File: src/rtl/mbsp_pkg.sv
package mbsp_pkg;

    localparam logic [7:0] SYSEX_START = 8'hF0;
    localparam logic [7:0] SYSEX_END   = 8'hF7;
    localparam logic [7:0] RT_FIRST    = 8'hF8;

    localparam logic [1:0] LEN_ONE   = 2'd1;
    localparam logic [1:0] LEN_TWO   = 2'd2;
    localparam logic [1:0] LEN_THREE = 2'd3;

    typedef struct packed {
        logic [7:0] source_id;
        logic [1:0] byte_count;
        logic [7:0] first_byte;
        logic [7:0] second_byte;
        logic [7:0] third_byte;
    } msg_t;

    // Message length in bytes, status byte included.
    function automatic logic [1:0] status_length(input logic [7:0] s);
        logic [1:0] len;
        begin
            len = LEN_TWO;
            case (s[7:4]) inside
                4'h8, 4'h9, 4'hA, 4'hB, 4'hE: len = LEN_THREE;
                4'hC, 4'hD:                   len = LEN_TWO;
                4'hF:
                begin
                    case (s) inside
                        8'hF6, 8'hF8, 8'hFA, 8'hFB, 8'hFC, 8'hFE, 8'hFF: len = LEN_ONE;
                        8'hF1, 8'hF3:                                    len = LEN_TWO;
                        8'hF0, 8'hF2:                                    len = LEN_THREE;
                        default:                                         len = LEN_TWO;
                    endcase
                end
                default: len = LEN_TWO;
            endcase
            return len;
        end
    endfunction

endpackage

File: src/rtl/midi_byte_stream_parser.sv
// Path: input register, combinational framer, output register that drives out_valid.
// Throughput: one byte per cycle; a stalled output holds the input register and then in_ready.
// Every byte, with or without a message, passes the input register and the framing update.
// Reset (rst_n, asynchronous, active low) clears running status, framing state, device_id
// and both valid flags.
module midi_byte_stream_parser
    import mbsp_pkg::*;
(
    input  logic       clk,
    input  logic       rst_n,
    input  logic       cfg_wr_en,
    input  logic [7:0] cfg_wr_data,
    input  logic       in_valid,
    output logic       in_ready,
    input  logic [7:0] in_byte,
    output logic       out_valid,
    input  logic       out_ready,
    output logic [7:0] source_id,
    output logic [1:0] byte_count,
    output logic [7:0] first_byte,
    output logic [7:0] second_byte,
    output logic [7:0] third_byte
);

    logic [7:0] device_id_reg;
    logic       out_free;
    logic       advance;
    logic [7:0] byte_q;
    logic       res_valid;
    msg_t       res;
    msg_t       msg_q;

    always_ff @(posedge clk or negedge rst_n)
    begin
        if (!rst_n)
        begin
            device_id_reg <= 8'd0;
        end
        else if (cfg_wr_en)
        begin
            device_id_reg <= cfg_wr_data;
        end
    end

    mbsp_in_stage u_in (
        .clk      (clk),
        .rst_n    (rst_n),
        .in_valid (in_valid),
        .in_ready (in_ready),
        .in_byte  (in_byte),
        .out_free (out_free),
        .advance  (advance),
        .byte_q   (byte_q)
    );

    mbsp_framer u_framer (
        .clk       (clk),
        .rst_n     (rst_n),
        .advance   (advance),
        .byte_q    (byte_q),
        .device_id (device_id_reg),
        .res_valid (res_valid),
        .res       (res)
    );

    mbsp_out_stage u_out (
        .clk       (clk),
        .rst_n     (rst_n),
        .res_valid (res_valid),
        .res       (res),
        .out_free  (out_free),
        .out_valid (out_valid),
        .out_ready (out_ready),
        .msg_q     (msg_q)
    );

    assign source_id   = msg_q.source_id;
    assign byte_count  = msg_q.byte_count;
    assign first_byte  = msg_q.first_byte;
    assign second_byte = msg_q.second_byte;
    assign third_byte  = msg_q.third_byte;

endmodule

File: src/rtl/mbsp_in_stage.sv
module mbsp_in_stage
    import mbsp_pkg::*;
(
    input  logic       clk,
    input  logic       rst_n,
    input  logic       in_valid,
    output logic       in_ready,
    input  logic [7:0] in_byte,
    input  logic       out_free,
    output logic       advance,
    output logic [7:0] byte_q
);

    logic       valid_reg;
    logic       valid_next;
    logic [7:0] byte_reg;

    assign advance    = valid_reg && out_free;
    assign in_ready   = !valid_reg || advance;
    assign valid_next = in_ready ? in_valid : valid_reg;
    assign byte_q     = byte_reg;

    always_ff @(posedge clk or negedge rst_n)
    begin
        if (!rst_n)
        begin
            valid_reg <= 1'b0;
        end
        else
        begin
            valid_reg <= valid_next;
        end
    end

    always_ff @(posedge clk)
    begin
        if (in_valid && in_ready)
        begin
            byte_reg <= in_byte;
        end
    end

endmodule

File: src/rtl/mbsp_framer.sv
module mbsp_framer
    import mbsp_pkg::*;
(
    input  logic       clk,
    input  logic       rst_n,
    input  logic       advance,
    input  logic [7:0] byte_q,
    input  logic [7:0] device_id,
    output logic       res_valid,
    output msg_t       res
);

    logic [7:0] run_status_reg, run_status_next;
    logic [1:0] run_len_reg, run_len_next;
    logic [7:0] msg_reg [3];
    logic [7:0] msg_next [3];
    logic [1:0] fill_reg, fill_next;
    logic [1:0] exp_reg, exp_next;
    logic       in_msg_reg, in_msg_next;
    logic       in_sysex_reg, in_sysex_next;
    logic       emit;

    always_comb
    begin
        logic       is_status;
        logic       drop;
        logic [1:0] len;
        run_status_next = run_status_reg;
        run_len_next    = run_len_reg;
        msg_next        = msg_reg;
        fill_next       = fill_reg;
        exp_next        = exp_reg;
        in_msg_next     = in_msg_reg;
        in_sysex_next   = in_sysex_reg;
        is_status       = byte_q[7] && (byte_q != SYSEX_END);
        len             = status_length(byte_q);
        drop            = 1'b0;

        if (is_status)
        begin
            // Any status but end-of-sysex restarts framing; real-time leaves running status alone
            msg_next[0]   = byte_q;
            fill_next     = 2'd1;
            exp_next      = len;
            in_msg_next   = 1'b1;
            in_sysex_next = (byte_q == SYSEX_START);
            if (byte_q < RT_FIRST)
            begin
                run_status_next = byte_q;
                run_len_next    = len;
            end
        end
        else
        begin
            if (!in_msg_reg)
            begin
                if (in_sysex_reg)
                begin
                    fill_next = 2'd0;
                    exp_next  = LEN_THREE;
                end
                else if (run_len_reg < LEN_TWO)
                begin
                    drop = 1'b1;
                end
                else
                begin
                    msg_next[0] = run_status_reg;
                    fill_next   = 2'd1;
                    exp_next    = run_len_reg;
                end
            end
            if (!drop)
            begin
                in_msg_next = 1'b1;
                case (fill_next)
                    2'd0:    msg_next[0] = byte_q;
                    2'd1:    msg_next[1] = byte_q;
                    2'd2:    msg_next[2] = byte_q;
                    default: ;
                endcase
                fill_next = fill_next + 2'd1;
                if (byte_q == SYSEX_END)
                begin
                    in_sysex_next = 1'b0;
                    exp_next      = fill_next;
                end
            end
        end

        emit = in_msg_next && (exp_next == fill_next) && (exp_next != 2'd0);
        if (emit)
        begin
            in_msg_next = 1'b0;
            fill_next   = 2'd0;
        end
    end

    assign res_valid       = advance && emit;
    assign res.source_id   = device_id;
    assign res.byte_count  = exp_next;
    assign res.first_byte  = msg_next[0];
    assign res.second_byte = (exp_next >= LEN_TWO) ? msg_next[1] : 8'd0;
    assign res.third_byte  = (exp_next == LEN_THREE) ? msg_next[2] : 8'd0;

    always_ff @(posedge clk or negedge rst_n)
    begin
        if (!rst_n)
        begin
            run_status_reg <= 8'd0;
            run_len_reg    <= 2'd0;
            msg_reg[0]     <= 8'd0;
            msg_reg[1]     <= 8'd0;
            msg_reg[2]     <= 8'd0;
            fill_reg       <= 2'd0;
            exp_reg        <= 2'd0;
            in_msg_reg     <= 1'b0;
            in_sysex_reg   <= 1'b0;
        end
        else if (advance)
        begin
            run_status_reg <= run_status_next;
            run_len_reg    <= run_len_next;
            msg_reg        <= msg_next;
            fill_reg       <= fill_next;
            exp_reg        <= exp_next;
            in_msg_reg     <= in_msg_next;
            in_sysex_reg   <= in_sysex_next;
        end
    end

    a_count_nonzero: assert property (@(posedge clk) disable iff (!rst_n)
        res_valid |-> res.byte_count != 2'd0)
        else $error("emitted message with zero byte count");

    a_open_not_full: assert property (@(posedge clk) disable iff (!rst_n)
        in_msg_reg |-> fill_reg < exp_reg)
        else $error("open message already holds its full length");

    a_closed_empty: assert property (@(posedge clk) disable iff (!rst_n)
        !in_msg_reg |-> fill_reg == 2'd0)
        else $error("fill position nonzero with no open message");

endmodule

File: src/rtl/mbsp_out_stage.sv
module mbsp_out_stage
    import mbsp_pkg::*;
(
    input  logic clk,
    input  logic rst_n,
    input  logic res_valid,
    input  msg_t res,
    output logic out_free,
    output logic out_valid,
    input  logic out_ready,
    output msg_t msg_q
);

    logic valid_reg;
    logic valid_next;
    msg_t msg_reg;

    assign out_free   = !valid_reg || out_ready;
    assign valid_next = res_valid || (valid_reg && !out_ready);
    assign out_valid  = valid_reg;
    assign msg_q      = msg_reg;

    always_ff @(posedge clk or negedge rst_n)
    begin
        if (!rst_n)
        begin
            valid_reg <= 1'b0;
        end
        else
        begin
            valid_reg <= valid_next;
        end
    end

    always_ff @(posedge clk)
    begin
        if (res_valid)
        begin
            msg_reg <= res;
        end
    end

endmodule

File: config.mk
export PLATFORM = sky130hd
export DESIGN_NAME = midi_byte_stream_parser
export DESIGN_NICKNAME = d
export VERILOG_FILES = /design/src/rtl/mbsp_pkg.sv /design/src/rtl/midi_byte_stream_parser.sv /design/src/rtl/mbsp_in_stage.sv /design/src/rtl/mbsp_framer.sv /design/src/rtl/mbsp_out_stage.sv
export SDC_FILE = /design/constraint.sdc
export NUM_CORES = 1
export LEC_CHECK = 0
export ABC_AREA = 1
export BUFFER_PORTS_ARGS = -buffer_cell sky130_fd_sc_hd__buf_2
export CORE_ASPECT_RATIO = 1.1
export CORE_UTILIZATION = 59
export CTS_BUF_LIST = sky130_fd_sc_hd__clkbuf_4
export DETAILED_ROUTE_END_ITERATION = 6
export GPL_ROUTABILITY_DRIVEN = 0
export PLACE_DENSITY = 0.87
export REMOVE_ABC_BUFFERS = 1
export SYNTH_ARGS = -nofsm -noshare
export SYNTH_HDL_FRONTEND = slang
export SYNTH_SLANG_ARGS = --single-unit
File: constraint.sdc
create_clock -name clk -period 3.4 [get_ports clk]
set_clock_uncertainty 0.1 [all_clocks]
set_input_delay 0.34 -clock clk [delete_from_list [all_inputs] [get_ports clk]]
set_output_delay 0.34 -clock clk [all_outputs]
set_load 0.005 [all_outputs]
# Word-level counts from Yosys, hierarchy flattened
# Index checks and enable logic that the tools add are counted.
[word_totals]
regBits = 92
input_bits = 21
out_inout_bits = 36
elab_cells = 109
[op_classes]
n_addsub = 1
order_cmp = 3
n_eq_ne = 26
muxes = 38
reduce_logical = 23
[op_table]
columns = ["operator", "count"]
rows = [
  ["$eq 8x8->1 const B", 12],
  ["$mux 8", 7],
  ["$mux 2", 18],
  ["$eq 4x4->1 const B", 8],
  ["$mux 24", 1],
  ["$mux 16", 1],
  ["$mux 1", 11],
  ["$lt 8x8->1 const B", 1],
  ["$ne 8x8->1 const B", 1],
  ["$logic_and 1x1->1", 7],
  ["$reduce_or 7->1", 1],
  ["$reduce_and 3->1", 2],
  ["$reduce_or 2->1", 3],
  ["$reduce_or 5->1", 1],
  ["$eq 2x2->1 const B", 2],
  ["$reduce_bool 2->1", 2],
  ["$logic_not 1->1", 3],
  ["$logic_or 1x1->1", 3],
  ["$add 2x1->2 const B", 1],
  ["$eq 2x1->1 const B", 1],
  ["$eq 2x2->1", 1],
  ["$ge 2x2->1 const B", 1],
  ["$logic_not 2->1", 1],
  ["$lt 2x2->1 const B", 1],
  ["$ne 2x1->1 const B", 1],
]

# Logic depth before layout (Yosys ltp)
# Gate-level depths: netlist of run 1.
[depth]
word_depth = 14
depth_mapped = 14
depth_no_buf = 14

# Hierarchy
# Synthesis of run 1 repeated with hierarchy kept, for this count alone.
[unflattened]
cells_unflattened = 423
area_unflattened_um2 = 4129.0
[by_module_without_submodules]
columns = ["module", "n_inst", "cells_each", "area_each_um2", "seq_area_each_um2"]
rows = [
  ["mbsp_framer", 1, 334, 2464.9, 1001.0],
  ["mbsp_out_stage", 1, 39, 1066.0, 1046.0],
  ["midi_byte_stream_parser", 1, 34, 305.3, 200.2],
  ["mbsp_in_stage", 1, 16, 292.8, 265.3],
]

# Worst setup path before layout of run 1
# No wires, ideal clock.
[synth_timing]
kind = "flip-flop to flip-flop"
startpoint = "register u_framer.run_len_reg[1]"
endpoint = "register u_out.msg_reg (netlist bit u_out.msg_q[0]), enable pin"
setup_time_ns = 0.389
arrival_time_ns = 2.361
required_ns = 2.911
slack_ns = 0.550
stages_incl_launch_ff = 14
n_path_buf = 0
synth_period_minus_slack_ns = 2.850
cell_sequence = "dfrtp_1 nor2_1 nor2_1 nor2_1 inv_1 ha_1 inv_1 o21ai_0 nand2_1 nand2_1 nand3_1 nand2_1 nand3_2 inv_1"
[synth_via]
elab_chain_len = 13
word_cells_on_any_way = 25
cone_classes = "add/sub (1); order compare (1); eq/ne (1); mux (18); reduce/logical (4)"
[synth_rtl]
columns = ["element", "line", "text"]
rows = [
  ["from (decl)", "mbsp_framer.sv:14", "logic [1:0] run_len_reg, run_len_next;"],
  ["from (signal assigned)", "mbsp_framer.sv:123", "run_len_reg <= run_len_next;"],
  ["$lt 2x2->1", "mbsp_framer.sv:62", "else if (run_len_reg < LEN_TWO)"],
  ["$mux 2", "mbsp_framer.sv:62", ""],
  ["$mux 2", "mbsp_framer.sv:57", "if (in_sysex_reg)"],
  ["$mux 2", "mbsp_framer.sv:55", "if (!in_msg_reg)"],
  ["$mux 2", "mbsp_framer.sv:39", "if (is_status)"],
  ["$add 2x1->2", "mbsp_framer.sv:82", "fill_next = fill_next + 2'd1;"],
  ["$mux 2", "mbsp_framer.sv:83", "if (byte_q == SYSEX_END)"],
  ["$mux 2", "mbsp_framer.sv:73", "if (!drop)"],
  ["$mux 2", "mbsp_framer.sv:39", ""],
  ["$eq 2x2->1", "mbsp_framer.sv:91", "emit = in_msg_next && (exp_next == fill_next) && (exp_next != 2'd0);"],
  ["$logic_and 1x1->1", "mbsp_framer.sv:91", ""],
  ["$logic_and 1x1->1 (*)", "mbsp_framer.sv:91", ""],
  ["$logic_and 1x1->1 (*)", "mbsp_framer.sv:99", "assign res_valid = advance && emit;"],
  ["named net res_valid", "midi_byte_stream_parser.sv:29", "logic res_valid;"],
  ["to (signal assigned)", "mbsp_out_stage.sv:39", "msg_reg <= res;"],
  ["to (decl)", "mbsp_out_stage.sv:16", "msg_t msg_reg;"],
]
# The timed path passes the listed nets; every way through them passes the cells marked *. The select of a mux whose other input is x is not followed.
# A chain may end at the register's enable or synchronous reset.

# Final worst setup path of run 1
[layout_timing]
startpoint = "register u_framer.run_len_reg[1]"
endpoint = "register u_out.msg_reg (netlist bit u_out.msg_q[31]), enable pin"
# Same word-level chain as after synthesis.

==> results.cfg, run 1 <==
[status]
status = complete, no violations

[placement]
placed_cells = 540
placed_area_mm2 = 0.004379
place_hpwl_um = 5749
io_buffers = 56
dp_slack_ns = 0.5717

[layout]
diodes = 0
largest_reg_flops = 34
fin_area_mm2 = 0.004628
nFillCells = 478
syn2layout_area_growth_pct = 15.02
nets = 504
stdcell_count = 567
drive_above_1_share = 0.2021

[power]
p_int_mw = 2.165
peakVddDrop_v = 0.0004223
leakagePower_nw = 2.142
p_sw_frac = 0.3675
clkPwrFrac = 0.176
p_switching_mw = 1.258
pwr-share-comb = 0.334
p_seq_frac = 0.491
power_density_mw_per_mm2 = 739.6

[logic_synthesis]
synthArstFlopShare = 0.5435
yosysMostFrequentCell = nand2_1
synth_top_area_cell = edfxtp_1
synth_edf_count = 42
synth_top_flop_cell = dfrtp_1
synthTopCellsByArea = edfxtp_1 (31%), dfrtp_1 (31%), nand2_1 (9.5%)
yosys_warnings = 0
synthCells = 409
synth_area_per_cell_um2 = 9.838
synth_common_cells = nand2_1 (102), o21ai_0 (62), inv_1 (54)
ys_ff_latch = 92
synthesis.area_mm2 = 0.004024
synth_top_area_share = 0.3134
ys_seq_area_frac = 0.6244
yosysUniqueCellTypes = 28

[sta]
max-slew-margin-rel = 0.5071
finalSetupTns_ns = 0
fmax_ghz = 0.3494
hold_violations = 0
whs_ns = 0.02578
setup_viol = 0
rsz0062_at_grt = false
layout_min_cycle_time_ns = 2.862
drv_slew = 0
period_share = 0.8418
setup_ws_ns = 0.5379
worst_pin_slew_ns = 0.7393

[critical_path]
startpoint_type = register
cp_top_family = simple AND/OR/NAND/NOR gates
crit_fanout = 34
cp-end-kind = register
critPathSlowestCell = dfrtp_1
crit_chain = nor2_1 -> nor2_1 -> nor2_1 -> inv_1 -> ha_1 -> inv_1 -> o21ai_0 -> nand2_1 -> nand2_1 -> nand3_1 -> nand2_1 -> nand3_2 -> inv_1 -> buf_4
crit_type = register to register
critical_path_required_ns = 3.41
cp_slowest_stage_delay_ns = 0.45
cp_num_buf_inv = 4
critPathArrivalTime_ns = 2.87

[flow_run]
max_cap_violations = 0

[global_route]
grt-ovfl-total = 0
first_global_vias = 3013
grt_pass1_wl_um = 13320
antenna_found_initial = 0
track_usage = 0.2564
grt_max_degree = 35

[clock_network]
clock_path_buffers = 2
clk_pin_slew_worst_paths_ns = 0.13
tritoncts = done
clockRootBuffer = clkbuf_4
cts_buffers = 9
htreeDepth = 3
post_cts_resized = 0
clock_latency_ns = 0.45
cts.sinks = 92

[min_path]
hold_path.class = input pin to register

[route]
drt-initial-drc-count = 255
avgViaCountPerCell = 5.395
wirelength_um = 8192
drt-wirelength-per-cell_um = 14.45
first_pass_iters = 4
drc = 0
ant_nets = 0
vias = 3059

[floorplanning]
fp-row-count = 31
die_area_mm2 = 0.007155
start_util = 0.6102
dieWidth_um = 80.74
ios = 57
core_area_mm2 = 0.006594
dieHeight_um = 88.62
==> final timing paths <==
check	start	endpoint	slack (ns)	depth (start not counted)
max in group asynchronous	rst_n	u_framer.run_len_reg[0]	2.05	3
min in group asynchronous	rst_n	u_framer.msg_reg[6]	0.40	2
worst min-delay path	cfg_wr_data[1]	device_id_reg[1]	0.03	2
worst max-delay path	u_framer.run_len_reg[1]	u_out.msg_q[31]	0.54	14
worst min register to register	device_id_reg[2]	u_out.msg_q[28]	0.36	0
worst max register to register	u_framer.run_len_reg[1]	u_out.msg_q[31]	0.54	14
==> cells by family (layout without fill, tap and decap cells) <==
logic type                 count (synthesis)  after routing  share of synthesized area
AOI/OAI and AO/OA                         80             80                     0.1054
adders and majority gates                  3              3                   0.009329
buffers and inverters                     67            143                    0.06716
DFF                                       92             92                     0.6244
muxes                                      8              8                    0.02239
and+or+nand+nor                          159            159                     0.1713
==> power by group through the flow <==
stage | clock network, mW | registers (mW) | logic [mW]
2_1_floorplan | 0 | 1.69 | 0.749
3_3_place_gp | 0 | 1.68 | 1.06
3_5_place_dp | 0 | 1.70 | 1.12
4_1_cts | 0.615 | 1.68 | 1.14
5_1_grt | 0.652 | 1.71 | 1.31
6_report | 0.602 | 1.68 | 1.14
==> metrics by stage <==
stage                     utilization  power [mW]
after CTS                      0.7019       3.434
after global placement         0.6641       2.739
after global routing           0.7019       3.676
final                          0.7019       3.423
after floorplan                     -       2.435
after detailed placement       0.6641       2.822
==> repair_timing <==
action	in CTS	in global routing
hold buffers	11	0
buffers inserted	0	0
endpoints found under the hold margin	41	0
==> area by class of cell <==
type,instances,area [um2],share of cell area
clock buffer,10,75.07,0.01622
clock inverter,6,63.81,0.01379
timing repair buffer,71,420.4,0.09084
tap,82,102.6,0.02217
inverter,56,212.7,0.04596
multi-input combinational,250,1241,0.2682
sequential,92,2512,0.5428
==> per-layer routing <==
layer | track usage | vias to the layer above | part of all wire
met4 | 0.1396 | 0 | 0.030
met3 | 0.06495 | 23 | 0.052
met2 | 0.4337 | 129 | 0.52
li1 | - | 1472 | -
met1 | 0.3004 | 1435 | 0.40
met5 | 0 | - | 0
==> layout by cell type, fill, tap and decap left out, types with 2 or more instances in the layout <==
master / n
mux2_2: 8
clkbuf_4: 10
nand2_4: 2
o21ai_0: 62
inv_6: 2
or2_2: 2
dlygate4sd3_1: 11
nand2_1: 102
nor2_1: 31
nand3_1: 11
a21oi_1: 7
edfxtp_1: 42
nand2_2: 4
nand4_1: 2
o211ai_1: 3
dfrtp_1: 50
buf_2: 56
nand3_4: 2
o21ai_1: 6
inv_1: 54
ha_1: 3
buf_4: 4
==> worst reg2reg max path: stages, from the launching register on <==
cell	delay (ns)
dfrtp_1	0.45
nor2_1	0.21
nor2_1	0.10
nor2_1	0.14
inv_1	0.08
ha_1	0.27
inv_1	0.05
o21ai_0	0.15
nand2_1	0.12
nand2_1	0.09
nand3_1	0.10
nand2_1	0.09
nand3_2	0.10
inv_1	0.07
buf_4	0.39
Power figures use the tool's default switching activity.
==> inputs of run 2 (changes only) <==
--- a/config.mk
+++ b/config.mk
@@ -8,11 +8,11 @@
 export ABC_AREA = 1
 export BUFFER_PORTS_ARGS = -buffer_cell sky130_fd_sc_hd__buf_2
 export CORE_ASPECT_RATIO = 1.1
-export CORE_UTILIZATION = 59
+export CORE_UTILIZATION = 53
 export CTS_BUF_LIST = sky130_fd_sc_hd__clkbuf_4
 export DETAILED_ROUTE_END_ITERATION = 6
 export GPL_ROUTABILITY_DRIVEN = 0
-export PLACE_DENSITY = 0.87
+export PLACE_DENSITY = 0.83
 export REMOVE_ABC_BUFFERS = 1
 export SYNTH_ARGS = -nofsm -noshare
 export SYNTH_HDL_FRONTEND = slang
==> constraint.sdc (replaced) <==
create_clock -name clk -period 2.49 [get_ports clk]
set_clock_uncertainty 0.1 [all_clocks]
set_input_delay 0.249 -clock clk [delete_from_list [all_inputs] [get_ports clk]]
set_output_delay 0.249 -clock clk [all_outputs]
set_load 0.005 [all_outputs]
==> run 2 against run 1 <==
Utilization fell by 1.6 points. Total power increased by 43%. Sequential cell count unchanged. Clock power grew 41%. Critical path depth stayed put. Clock-buffer cell count is the same. First-iteration DRC count decreased by 4.3%. Sequential power increased by 36%. Critical endpoint is now u_out.msg_q[23]. Largest power group unchanged.
==> results.cfg, run 2 (synthesis results as in run 1) <==
[status]
status = complete, no violations

[critical_path]
cp_top_family = simple AND/OR/NAND/NOR gates
crit_fanout = 17
crit_type = register to register
critical_path_required_ns = 2.57
startpoint_type = register
reg2reg_slack_ns = 0.05
cp-end-kind = register
cp_slowest_stage_delay_ns = 0.42
critPathArrivalTime_ns = 2.52
critPathSlowestCell = dfrtp_1
cp_num_buf_inv = 4
crit_chain = nor2_2 -> nor2_1 -> nor2_1 -> inv_1 -> ha_1 -> inv_1 -> o21ai_2 -> nand2_2 -> nand2_1 -> nand3_1 -> nand2_1 -> nand3_2 -> clkinv_4 -> buf_16

[power]
power_density_mw_per_mm2 = 995.9
pwr-share-comb = 0.360
clkPwrFrac = 0.174
p_switching_mw = 1.777
p_total_mw = 4.892
leakagePower_nw = 2.269
p_seq_frac = 0.466
p_sw_frac = 0.3633
p_int_mw = 3.115
peakVddDrop_v = 0.0005067

[clock_network]
tritoncts = done
cts_buffers = 9
clock_latency_ns = 0.45
clock_path_buffers = 2
htreeDepth = 3
clockRootBuffer = clkbuf_4
cts.sinks = 92
clk_pin_slew_worst_paths_ns = 0.15

[sta]
max-slew-margin-rel = 0.5961
setup_viol = 0
whs_ns = 0.08501
worst_pin_slew_ns = 0.6059
fmax_ghz = 0.4091
layout_min_cycle_time_ns = 2.444
drv_slew = 0
period_share = 0.9817
hold_violations = 0

[placement]
io_buffers = 56
placed_cells = 551
place_hpwl_um = 5619
placed_area_mm2 = 0.004456

[route]
first_pass_iters = 5
vias = 3182
drt-initial-drc-count = 244
drc = 0
wirelength_um = 8583
ant_nets = 0
drt-wirelength-per-cell_um = 14.45
avgViaCountPerCell = 5.357

[floorplanning]
die_area_mm2 = 0.007945
fp-row-count = 32
dieWidth_um = 85.08
core_area_mm2 = 0.007167
start_util = 0.5615
dieHeight_um = 93.39
ios = 57

[global_route]
antenna_found_initial = 0
first_global_vias = 3081
track_usage = 0.2318
grt_pass1_wl_um = 13940
grt_max_degree = 27
grt-ovfl-total = 0

[layout]
diodes = 0
syn2layout_area_growth_pct = 22.08
drive_above_1_share = 0.2397
largest_reg_flops = 34
fin_util = 0.6854
final_common_cell = nand2_1
fin_area_mm2 = 0.004912
stdcell_count = 594
final_cell_mix = nand2_1 (101), o21ai_0 (61), buf_2 (56)
nets = 528

[min_path]
hold_path.class = input pin to register

[flow_run]
max_cap_violations = 0
## run 2: changes by cell type in the layout (fill, tap and decap cells not counted), sizes merged
cell / previous run / this run
buf: 60 / 74
dlygate4sd3: 11 / 20
clkbuf: 10 / 11
clkinv: 2 / 3
inv: 58 / 57
## run 2: area by class of cell
cell class | instances | area, um2
inverter | 56 | 217.7
fill | 495 | 2255
clock inverter | 6 | 71.32
sequential | 92 | 2512
timing repair buffer | 95 | 673.1
tap | 85 | 106.4
multi-input combinational | 250 | 1256
clock buffer | 10 | 75.07
## run 2: worst register-to-register path: cells and delay by family, from the launching register on
family / cells / cell delay [ns]
fa+ha+maj: 1 / 0.27
simple gates: 8 / 0.83
flops: 1 / 0.42
buf+inv: 4 / 0.42
compound gates: 1 / 0.15
## run 2: worst paths after layout
check,start,end,cells after the start
worst max-delay path,u_framer.run_len_reg[1],u_out.msg_q[23],14
worst min-delay path,cfg_wr_en,device_id_reg[4],2
worst max register to register,u_framer.run_len_reg[1],u_out.msg_q[23],14
worst min register to register,device_id_reg[1],u_out.msg_q[27],0
max in group asynchronous,rst_n,u_framer.run_status_reg[0],3
min in group asynchronous,rst_n,u_framer.msg_reg[1],2
## run 2: metal layers
metal | routed length, um | global-route usage
met4 | 233 | 0.1116
met5 | 0 | 0
met3 | 520 | 0.05207
met1 | 3455 | 0.2773
met2 | 4372 | 0.3972
## run 2: power by group through the flow
stage                     registers, mW  logic [mW]  clock network, mW
final                              2.28        1.76              0.850
after global routing               2.33        1.99              0.926
after CTS                          2.28        1.67              0.863
after detailed placement           2.31        1.57                  0
after global placement             2.29        1.51                  0
after floorplan                    2.30        1.02                  0
## run 2: what timing repair did
| item | 4_1_cts | 5_1_grt |
|---|---|---|
| setup endpoints to repair | 34 | 34 |
| setup buffers | 1 | 4 |
| hold buffers | 20 | 0 |
| hold endpoints to repair | 42 | 0 |
| pin swaps | 0 | 2 |
| gates resized for setup | 4 | 8 |
| gates cloned | 1 | 1 |
## run 2: stage by stage
stage	TNS (ns)	worst slack (ns)
after global routing	-0.8324	-0.04250
after global placement	0	0.05258
after detailed placement	-1.992	-0.06053
after CTS	0	0.0007110
after floorplan	-13.69	-0.4028
final	0	0.04558
